[src/sv/jlsl_pkg.sv]
package jlsl_pkg;

  // lean mapping divider: dividend, divisor (remainder) and step counter widths
  localparam int DVD_W = 26;
  localparam int DVS_W = 10;
  localparam int CNT_W = 5;

  localparam int CFG_IDX_W  = 3;
  localparam int CFG_DATA_W = 20;

  // register indexes
  localparam logic [CFG_IDX_W-1:0] REG_DEADZONE  = 3'd0;
  localparam logic [CFG_IDX_W-1:0] REG_FULL      = 3'd1;
  localparam logic [CFG_IDX_W-1:0] REG_MAX_LEAN  = 3'd2;
  localparam logic [CFG_IDX_W-1:0] REG_SLEW_RATE = 3'd3;
  localparam logic [CFG_IDX_W-1:0] REG_THRESHOLD = 3'd4;

  // register reset values
  localparam logic [8:0]  RST_DEADZONE  = 9'd40;
  localparam logic [9:0]  RST_FULL      = 10'd512;
  localparam logic [15:0] RST_MAX_LEAN  = 16'd5120;
  localparam logic [19:0] RST_SLEW_RATE = 20'd10240;
  localparam logic [9:0]  RST_THRESHOLD = 10'd10;

  localparam logic [16:0] DT_CAP_US = 17'd100000;
  localparam logic [19:0] US_PER_S  = 20'd1000000;

  // division length of the lean mapping (26-bit product)
  localparam logic [CNT_W-1:0] TARGET_STEPS = 5'd26;

  // slew step: one million is 64 * 15625; the division by 15625 is a
  // multiplication by ceil(2^45 / 15625), exact for dividends below 2^31
  localparam int SLEW_P_W    = 37;
  localparam int SLEW_PRE_SH = 6;
  localparam int SLEW_X_W    = 31;
  localparam int RECIP_W     = 32;
  localparam int RECIP_SH    = 45;
  localparam int HALF_P_W    = 47;
  localparam int ACC_W       = 63;
  localparam logic [RECIP_W-1:0] RECIP_15625 = 32'd2251799814;

  typedef struct packed {
    logic capture;
    logic load_target;
    logic div_step;
    logic load_slew;
    logic mul_lo;
    logic mul_hi;
    logic finish;
  } jlsl_cmd_t;

  typedef struct packed {
    logic div_done;
  } jlsl_status_t;

endpackage

[src/sv/jlsl_ctrl.sv]
module jlsl_ctrl
  import jlsl_pkg::*;
(
  input  logic         clk,
  input  logic         rst,
  input  logic         in_valid,
  output logic         in_ready,
  output logic         out_valid,
  input  logic         out_ready,
  input  jlsl_status_t status,
  output jlsl_cmd_t    cmd
);

  localparam logic [2:0] S_IDLE   = 3'd0;
  localparam logic [2:0] S_LOAD_T = 3'd1;
  localparam logic [2:0] S_RUN_T  = 3'd2;
  localparam logic [2:0] S_LOAD_S = 3'd3;
  localparam logic [2:0] S_MUL_LO = 3'd4;
  localparam logic [2:0] S_MUL_HI = 3'd5;
  localparam logic [2:0] S_FINISH = 3'd6;

  logic [2:0] state;
  logic [2:0] state_next;
  logic       out_valid_next;
  logic       out_free;

  assign in_ready = (state == S_IDLE);
  assign out_free = !out_valid || out_ready;

  always_comb begin
    state_next = state;
    cmd        = '0;
    unique case (state)
      S_IDLE: begin
        if (in_valid) begin
          cmd.capture = 1'b1;
          state_next  = S_LOAD_T;
        end
      end
      S_LOAD_T: begin
        cmd.load_target = 1'b1;
        state_next      = S_RUN_T;
      end
      S_RUN_T: begin
        if (status.div_done) state_next = S_LOAD_S;
        else cmd.div_step = 1'b1;
      end
      S_LOAD_S: begin
        cmd.load_slew = 1'b1;
        state_next    = S_MUL_LO;
      end
      S_MUL_LO: begin
        cmd.mul_lo = 1'b1;
        state_next = S_MUL_HI;
      end
      S_MUL_HI: begin
        cmd.mul_hi = 1'b1;
        state_next = S_FINISH;
      end
      S_FINISH: begin
        if (out_free) begin
          cmd.finish = 1'b1;
          state_next = S_IDLE;
        end
      end
      default: state_next = S_IDLE;
    endcase
  end

  always_comb begin
    out_valid_next = out_valid;
    if (cmd.finish) out_valid_next = 1'b1;
    else if (out_ready) out_valid_next = 1'b0;
  end

  always_ff @(posedge clk) begin
    if (rst) begin
      state     <= S_IDLE;
      out_valid <= 1'b0;
    end else begin
      state     <= state_next;
      out_valid <= out_valid_next;
    end
  end

endmodule

[src/sv/jlsl_datapath.sv]
module jlsl_datapath
  import jlsl_pkg::*;
(
  input  logic                  clk,
  input  logic                  rst,
  input  logic                  cfg_we,
  input  logic [CFG_IDX_W-1:0]  cfg_index,
  input  logic [CFG_DATA_W-1:0] cfg_data,
  input  logic signed [10:0]    stick_y,
  input  logic                  connected,
  input  logic                  button_a,
  input  logic [31:0]           elapsed_us,
  input  jlsl_cmd_t             cmd,
  output jlsl_status_t          status,
  output logic signed [16:0]    drive_command,
  output logic                  joystick_active,
  output logic                  emergency_stop
);

  logic [8:0]  deadzone;
  logic [9:0]  full;
  logic [15:0] max_lean;
  logic [19:0] slew_rate;
  logic [9:0]  threshold;

  // latched transaction
  logic        lat_neg;
  logic        lat_active;
  logic        lat_degen;
  logic [9:0]  lat_m;
  logic [16:0] lat_el;
  logic        lat_estop;

  // restoring divider for the lean mapping
  logic [DVD_W-1:0] dvd;
  logic [DVS_W-1:0] divisor;
  logic [DVS_W-1:0] rem;
  logic [CNT_W-1:0] cnt;
  logic [DVS_W:0]   rem_sh;
  logic             fits;

  // slew step by reciprocal multiplication, two 16-bit halves
  logic [SLEW_P_W-1:0] prod_s;
  logic [SLEW_X_W-1:0] slew_x;
  logic [HALF_P_W-1:0] part_lo;
  logic [HALF_P_W-1:0] part_hi;
  logic [ACC_W-1:0]    acc;

  logic signed [16:0] target;
  logic signed [16:0] lean_command;

  // capture side
  logic [10:0] mag_in;
  logic        over_dz;
  logic        degen;
  logic [10:0] clamped;
  logic [10:0] m_full;
  logic [16:0] el_sat;

  // target side
  logic [25:0] prod_t;
  logic [9:0]  span;
  logic [15:0] tmag;

  // finish side
  logic [16:0]        step;
  logic signed [17:0] diff_raw;
  logic signed [17:0] step_s;
  logic signed [17:0] diff;
  logic signed [17:0] cmd_sum;
  logic [16:0]        cmd_mag;

  assign mag_in  = stick_y[10] ? 11'(~stick_y + 11'sd1) : stick_y;
  assign over_dz = mag_in > {2'b00, deadzone};
  assign degen   = full <= {1'b0, deadzone};
  assign clamped = (mag_in > {1'b0, full}) ? {1'b0, full} : mag_in;
  assign m_full  = clamped - {2'b00, deadzone};
  assign el_sat  = (elapsed_us > {15'd0, DT_CAP_US}) ? DT_CAP_US : elapsed_us[16:0];

  assign prod_t = 26'(lat_m) * 26'(max_lean);
  assign span   = full - {1'b0, deadzone};
  assign tmag   = !lat_active ? 16'd0 : (lat_degen ? max_lean : dvd[15:0]);

  assign rem_sh = {rem, dvd[DVD_W-1]};
  assign fits   = rem_sh >= {1'b0, divisor};

  assign status.div_done = (cnt == '0);

  assign prod_s  = SLEW_P_W'(slew_rate) * SLEW_P_W'(lat_el);
  assign part_lo = HALF_P_W'(slew_x) * HALF_P_W'(RECIP_15625[15:0]);
  assign part_hi = HALF_P_W'(slew_x) * HALF_P_W'(RECIP_15625[31:16]);

  assign step     = acc[ACC_W-2:RECIP_SH];
  assign diff_raw = $signed({target[16], target}) - $signed({lean_command[16], lean_command});
  assign step_s   = $signed({1'b0, step});
  always_comb begin
    diff = diff_raw;
    if (diff_raw > step_s) diff = step_s;
    else if (diff_raw < -step_s) diff = -step_s;
  end
  assign cmd_sum = $signed({lean_command[16], lean_command}) + diff;
  assign cmd_mag = cmd_sum[17] ? 17'(-cmd_sum) : cmd_sum[16:0];

  assign drive_command = lean_command;

  // configuration registers
  always_ff @(posedge clk) begin
    if (rst) begin
      deadzone  <= RST_DEADZONE;
      full      <= RST_FULL;
      max_lean  <= RST_MAX_LEAN;
      slew_rate <= RST_SLEW_RATE;
      threshold <= RST_THRESHOLD;
    end else if (cfg_we) begin
      unique case (cfg_index)
        REG_DEADZONE:  deadzone  <= cfg_data[8:0];
        REG_FULL:      full      <= cfg_data[9:0];
        REG_MAX_LEAN:  max_lean  <= cfg_data[15:0];
        REG_SLEW_RATE: slew_rate <= cfg_data[19:0];
        REG_THRESHOLD: threshold <= cfg_data[9:0];
        default: ;
      endcase
    end
  end

  // control-relevant state
  always_ff @(posedge clk) begin
    if (rst) begin
      cnt          <= '0;
      lean_command <= '0;
    end else begin
      if (cmd.load_target) cnt <= TARGET_STEPS;
      else if (cmd.div_step) cnt <= cnt - 1'b1;
      if (cmd.finish) lean_command <= cmd_sum[16:0];
    end
  end

  // payload
  always_ff @(posedge clk) begin
    if (cmd.capture) begin
      lat_neg    <= stick_y[10];
      lat_active <= connected && over_dz;
      lat_degen  <= degen;
      lat_m      <= m_full[9:0];
      lat_el     <= el_sat;
      lat_estop  <= connected && button_a;
    end
    if (cmd.load_target) begin
      dvd     <= prod_t;
      divisor <= span;
      rem     <= '0;
    end else if (cmd.div_step) begin
      rem <= fits ? DVS_W'(rem_sh - {1'b0, divisor}) : rem_sh[DVS_W-1:0];
      dvd <= {dvd[DVD_W-2:0], fits};
    end
    if (cmd.load_slew) begin
      // drop the factor 64 of one million exactly
      slew_x <= prod_s[SLEW_P_W-1:SLEW_PRE_SH];
      target <= lat_neg ? $signed({1'b0, tmag}) : -$signed({1'b0, tmag});
    end
    if (cmd.mul_lo) acc <= ACC_W'(part_lo);
    else if (cmd.mul_hi) acc <= acc + {part_hi, 16'd0};
    if (cmd.finish) begin
      joystick_active <= lat_active || (cmd_mag > {7'd0, threshold});
      emergency_stop  <= lat_estop;
    end
  end

endmodule

[src/sv/joystick_lean_slew_limiter.sv]
// joystick lean slew limiter: each input transaction carries a signed stick
// sample, a connected flag, the emergency button and the elapsed time in us.
// the stick magnitude beyond the deadzone is clamped to stick_full and mapped
// linearly onto 0..max_lean (forward stick gives positive lean), then the
// kept drive command moves toward that target by at most
// floor(slew_rate * min(elapsed_us, 100000) / 1000000). exactly one output
// transaction follows each input transaction. after acceptance the lean
// mapping runs one quotient bit per cycle through a 26-step restoring
// divider, then the slew step divides by one million as a shift by six and
// a reciprocal multiplication done in two halves, low then high, and the
// result is committed to the output register once that register is free.
// one item is worked on at a time; the next input is taken once the result
// sits in the output register, even if it has not been taken yet.
// configuration registers are written through cfg_we/cfg_index/cfg_data
// (index 0 deadzone, 1 stick_full, 2 max_lean, 3 slew_rate, 4 threshold);
// the user must write them only while the block is idle, which the block
// itself does not enforce; there is no read-back.
module joystick_lean_slew_limiter
  import jlsl_pkg::*;
(
  input  logic                  clk,
  input  logic                  rst,
  // configuration write port
  input  logic                  cfg_we,
  input  logic [CFG_IDX_W-1:0]  cfg_index,
  input  logic [CFG_DATA_W-1:0] cfg_data,
  // input channel
  input  logic                  in_valid,
  output logic                  in_ready,
  input  logic signed [10:0]    stick_y,
  input  logic                  connected,
  input  logic                  button_a,
  input  logic [31:0]           elapsed_us,
  // output channel
  output logic                  out_valid,
  input  logic                  out_ready,
  output logic signed [16:0]    drive_command,
  output logic                  joystick_active,
  output logic                  emergency_stop
);

  // command and status between sequencer and datapath
  jlsl_cmd_t    cmd;
  jlsl_status_t status;

  // sequencer: accepts a transaction, runs the mapping division and the
  // slew multiply, commits the result
  jlsl_ctrl u_ctrl (
    .clk       (clk),
    .rst       (rst),
    .in_valid  (in_valid),
    .in_ready  (in_ready),
    .out_valid (out_valid),
    .out_ready (out_ready),
    .status    (status),
    .cmd       (cmd)
  );

  // datapath: config registers, mapping, divider, slew step and clamp, outputs
  jlsl_datapath u_datapath (
    .clk             (clk),
    .rst             (rst),
    .cfg_we          (cfg_we),
    .cfg_index       (cfg_index),
    .cfg_data        (cfg_data),
    .stick_y         (stick_y),
    .connected       (connected),
    .button_a        (button_a),
    .elapsed_us      (elapsed_us),
    .cmd             (cmd),
    .status          (status),
    .drive_command   (drive_command),
    .joystick_active (joystick_active),
    .emergency_stop  (emergency_stop)
  );

endmodule
[config.mk]
export PLATFORM = sky130hd
export DESIGN_NAME = joystick_lean_slew_limiter
export DESIGN_NICKNAME = d
export VERILOG_FILES = /design/src/sv/jlsl_pkg.sv /design/src/sv/jlsl_ctrl.sv /design/src/sv/jlsl_datapath.sv /design/src/sv/joystick_lean_slew_limiter.sv
export SDC_FILE = /design/constraint.sdc
export NUM_CORES = 2
export LEC_CHECK = 0
export BUFFER_PORTS_ARGS = -buffer_cell sky130_fd_sc_hd__buf_2
export CAP_MARGIN = 20
export CORE_MARGIN = 4
export CORE_UTILIZATION = 56
export DETAILED_ROUTE_END_ITERATION = 12
export PLACE_DENSITY = 0.72
export SLEW_MARGIN = 20
export SYNTH_ARGS = -nofsm -noshare
export SYNTH_HDL_FRONTEND = slang
export SYNTH_SLANG_ARGS = --single-unit
export TNS_END_PERCENT = 30
[constraint.sdc]
create_clock -name clk -period 11.4 [get_ports clk]
set_clock_uncertainty 0.15 [all_clocks]
set_input_delay 0.57 -clock clk [delete_from_list [all_inputs] [get_ports clk]]
set_output_delay 0.57 -clock clk [all_outputs]
set_load 0.02 [all_outputs]
==> results.yml <==
sta:
  rsz0062_at_grt: "no"
  finalHoldViolCount: 0
  post-route-period-util: 0.905
  setup_viol: 0
  slew_viol_final: 0
  period_minus_slack_ns: 10.32
  worst_slew_pin_slew_ns: 1.02
  timing.setup.tns_ns: 0
  fmax_mhz: 96.9
  relSlewSlack: 0.314
floorplan:
  die_x_um: 299
  ios: 94
  fp.coreArea_sq_um: 83800
  start_util: 0.566
  die_h_um: 299
  die_area_sq_um: 89400
  rows: 106
clock_tree:
  cts_tree: "built"
  cts_resized: 0
  postCtsSetupRepairBufs: 0
  htreeDepth: 2
  cts_buffer_depth: 3
  cts-root-buf: "clkbuf_16"
  cts.sink_count: 264
  clk_pin_slew_worst_paths_ns: 0.07
  cts_buffers: 35
  hold_buffers: 0
  insertion_delay_ns: 0.58
yosys:
  synth_top_area_cell: "fa_1"
  synth_compound_area_frac: 0.111
  synthXorXnorAreaFrac: 0.0442
  synth-edff-count: 148
  synth-simple-area-share: 0.136
  seq_area_frac_synth: 0.143
  synthFlopType: "edfxtp_1"
  synthArstFlopShare: 0
  synth.net_count: 6608
  synthTopCellsByCount: "828 x inv_1, 701 x fa_1, 695 x ha_1"
  syn_inst: 5139
  yosysMostFrequentCell: "inv_1"
  synthMuxAreaShare: 0.00742
  synthAdderAreaFrac: 0.479
  synth_seq_cells: 264
  netlist_top_cells_area: "fa_1 30%, ha_1 18%, edfxtp_1 9.4%, inv_1 6.6%, nand2_1 5.3%"
  ys_warn_count: 0
  avgSynthCellArea_sq_um: 9.23
  syn_area_sq_um: 47400
  synth_top_family_by_area: "adder cells"
  synth_cell_types: 83
  synth_top_area_frac: 0.296
global_routing:
  grt_pass1_wl_um: 189000
  grt_max_degree: 92
  grt_use_total: 0.262
  overflow: 0
  grt_pass1_vias: 36370
  antenna_found_initial: 5
detailed_routing:
  ant_nets: 0
  viasPerCell: 5.64
  drt-total-wl_um: 115000
  dr.pass1.iters: 6
  drc_errors: 0
  num_vias: 35606
  drtIter0Drc: 2442
  avgRoutedWirePerCell_um: 18.3
worst_setup_path:
  worstSetupStartpointType: "register"
  worst_path_most_repeated_cell: "a21oi_1"
  crit_path_max_fanout: 23
  path_class: "register to register"
  cp.arrival_ns: 10.47
  setup.worst_path.end_class: "register"
  crit_slowest_cell: "xor2_2"
  crit_required_ns: 11.55
  cp_slowest_stage_delay_ns: 0.71
cells_and_area:
  area_delta_synth_final_pct: 5.70
  nets: 6616
  drive_above_1_share: 0.0474
placement:
  port_buffers: 93
  hpwl_um: 93000
  place_congestion: 0.937
worst_hold_path:
  hold_class: "input port to register"
status:
  outcome: "complete, no violations"
run:
  max_cap_viol_count: 0
worst max-delay path, delay by kind of cell (launching register included):
family / cells / cell delay (ns)
adder cells (fa/ha/maj): 5 / 1.58
XOR/XNOR: 4 / 1.40
AND/OR/NAND/NOR: 10 / 1.05
AO/OA/AOI/OAI: 25 / 4.92
flip-flops: 1 / 0.38
buffers and inverters: 3 / 0.56
cells by family after synthesis:
group,count (synthesis)
fa+ha+maj,1396
simple gates,1380
buf+inv,988
compound gates,839
flops,264
xor+xnor,239
mux,33
per-layer routing:
| layer | track usage | wire length (um) | share of wire | up-vias |
|---|---|---|---|---|
| met5 | 0 | 0 | 0 | - |
| met4 | 0.0678 | 2990 | 0.026 | 0 |
| met3 | 0.0442 | 8540 | 0.074 | 157 |
| met2 | 0.412 | 51600 | 0.45 | 1099 |
| met1 | 0.378 | 52100 | 0.45 | 17494 |
| li1 | - | - | - | 16856 |
sequential cells by signal (all words and copies together) (netlist names), 3 cells and up:
| register | flops |
|---|---|
| u_datapath.acc | 46 |
| u_datapath.slew_x | 31 |
| u_datapath.dvd | 26 |
| u_datapath.slew_rate | 20 |
| u_datapath.drive_command | 17 |
| u_datapath.lat_el | 17 |
| u_datapath.target | 17 |
| u_datapath.max_lean | 16 |
| u_datapath.divisor | 10 |
| u_datapath.full | 10 |
| u_datapath.lat_m | 10 |
| u_datapath.rem | 10 |
| u_datapath.threshold | 10 |
| u_datapath.deadzone | 9 |
| u_datapath.cnt | 5 |
| u_ctrl.state | 3 |
path summary, 6_finish.rpt:
check	slack [ns]	from	end	cells after the start
setup / recovery	1.08	u_datapath.drive_command[0]	u_datapath.joystick_active	47
hold / removal	0.09	cfg_data[18]	u_datapath.slew_rate[18]	3
setup reg to reg	1.08	u_datapath.drive_command[0]	u_datapath.joystick_active	47
hold reg to reg	0.30	u_datapath.rem[9]	u_datapath.rem[9]	2
through the flow:
stage / utilization / hold slack [ns] / std cells / instance area, sq um / setup slack (ns)
final: 0.598 / 0.0879 / 6310 / 50100 / 1.08
after global routing: 0.598 / 0.0879 / 6309 / 50100 / 0.293
after CTS: 0.598 / 0.0605 / 6306 / 50100 / 1.13
after floorplan: - / 0.250 / 5139 / 47400 / 2.35
after detailed placement: 0.584 / 0.292 / 6243 / 49000 / 1.15
after global placement: 0.584 / 0.286 / 6243 / 49000 / 1.39
final cells by class:
type / count / area (sq um)
diodes: 3 / 7.51
clock buffers: 39 / 901
clock inverters: 24 / 211
fillers: 7265 / 33700
inverters: 830 / 3120
multi-input cells: 3887 / 37000
flip-flops and latches: 264 / 6770
well taps: 1134 / 1420
repair buffers: 129 / 736
cells in the final DEF (no fill, tap or decap), types with 36 or more instances in the layout:
cell type,count
nand2_1,667
inv_1,828
nand3_1,41
and2_1,206
buf_2,93
ha_1,695
nand2b_1,42
xor2_1,83
xnor2_1,155
buf_4,36
a21oi_1,309
a21o_1,98
nor2_1,195
nor3_1,45
o21a_1,39
dfxtp_1,116
o21ai_0,154
fa_1,701
nor2b_1,39
edfxtp_1,148
Power is left out: the tool's default activity adds up to more than one toggle a clock period on the data nets, which glitch-free logic cannot reach.
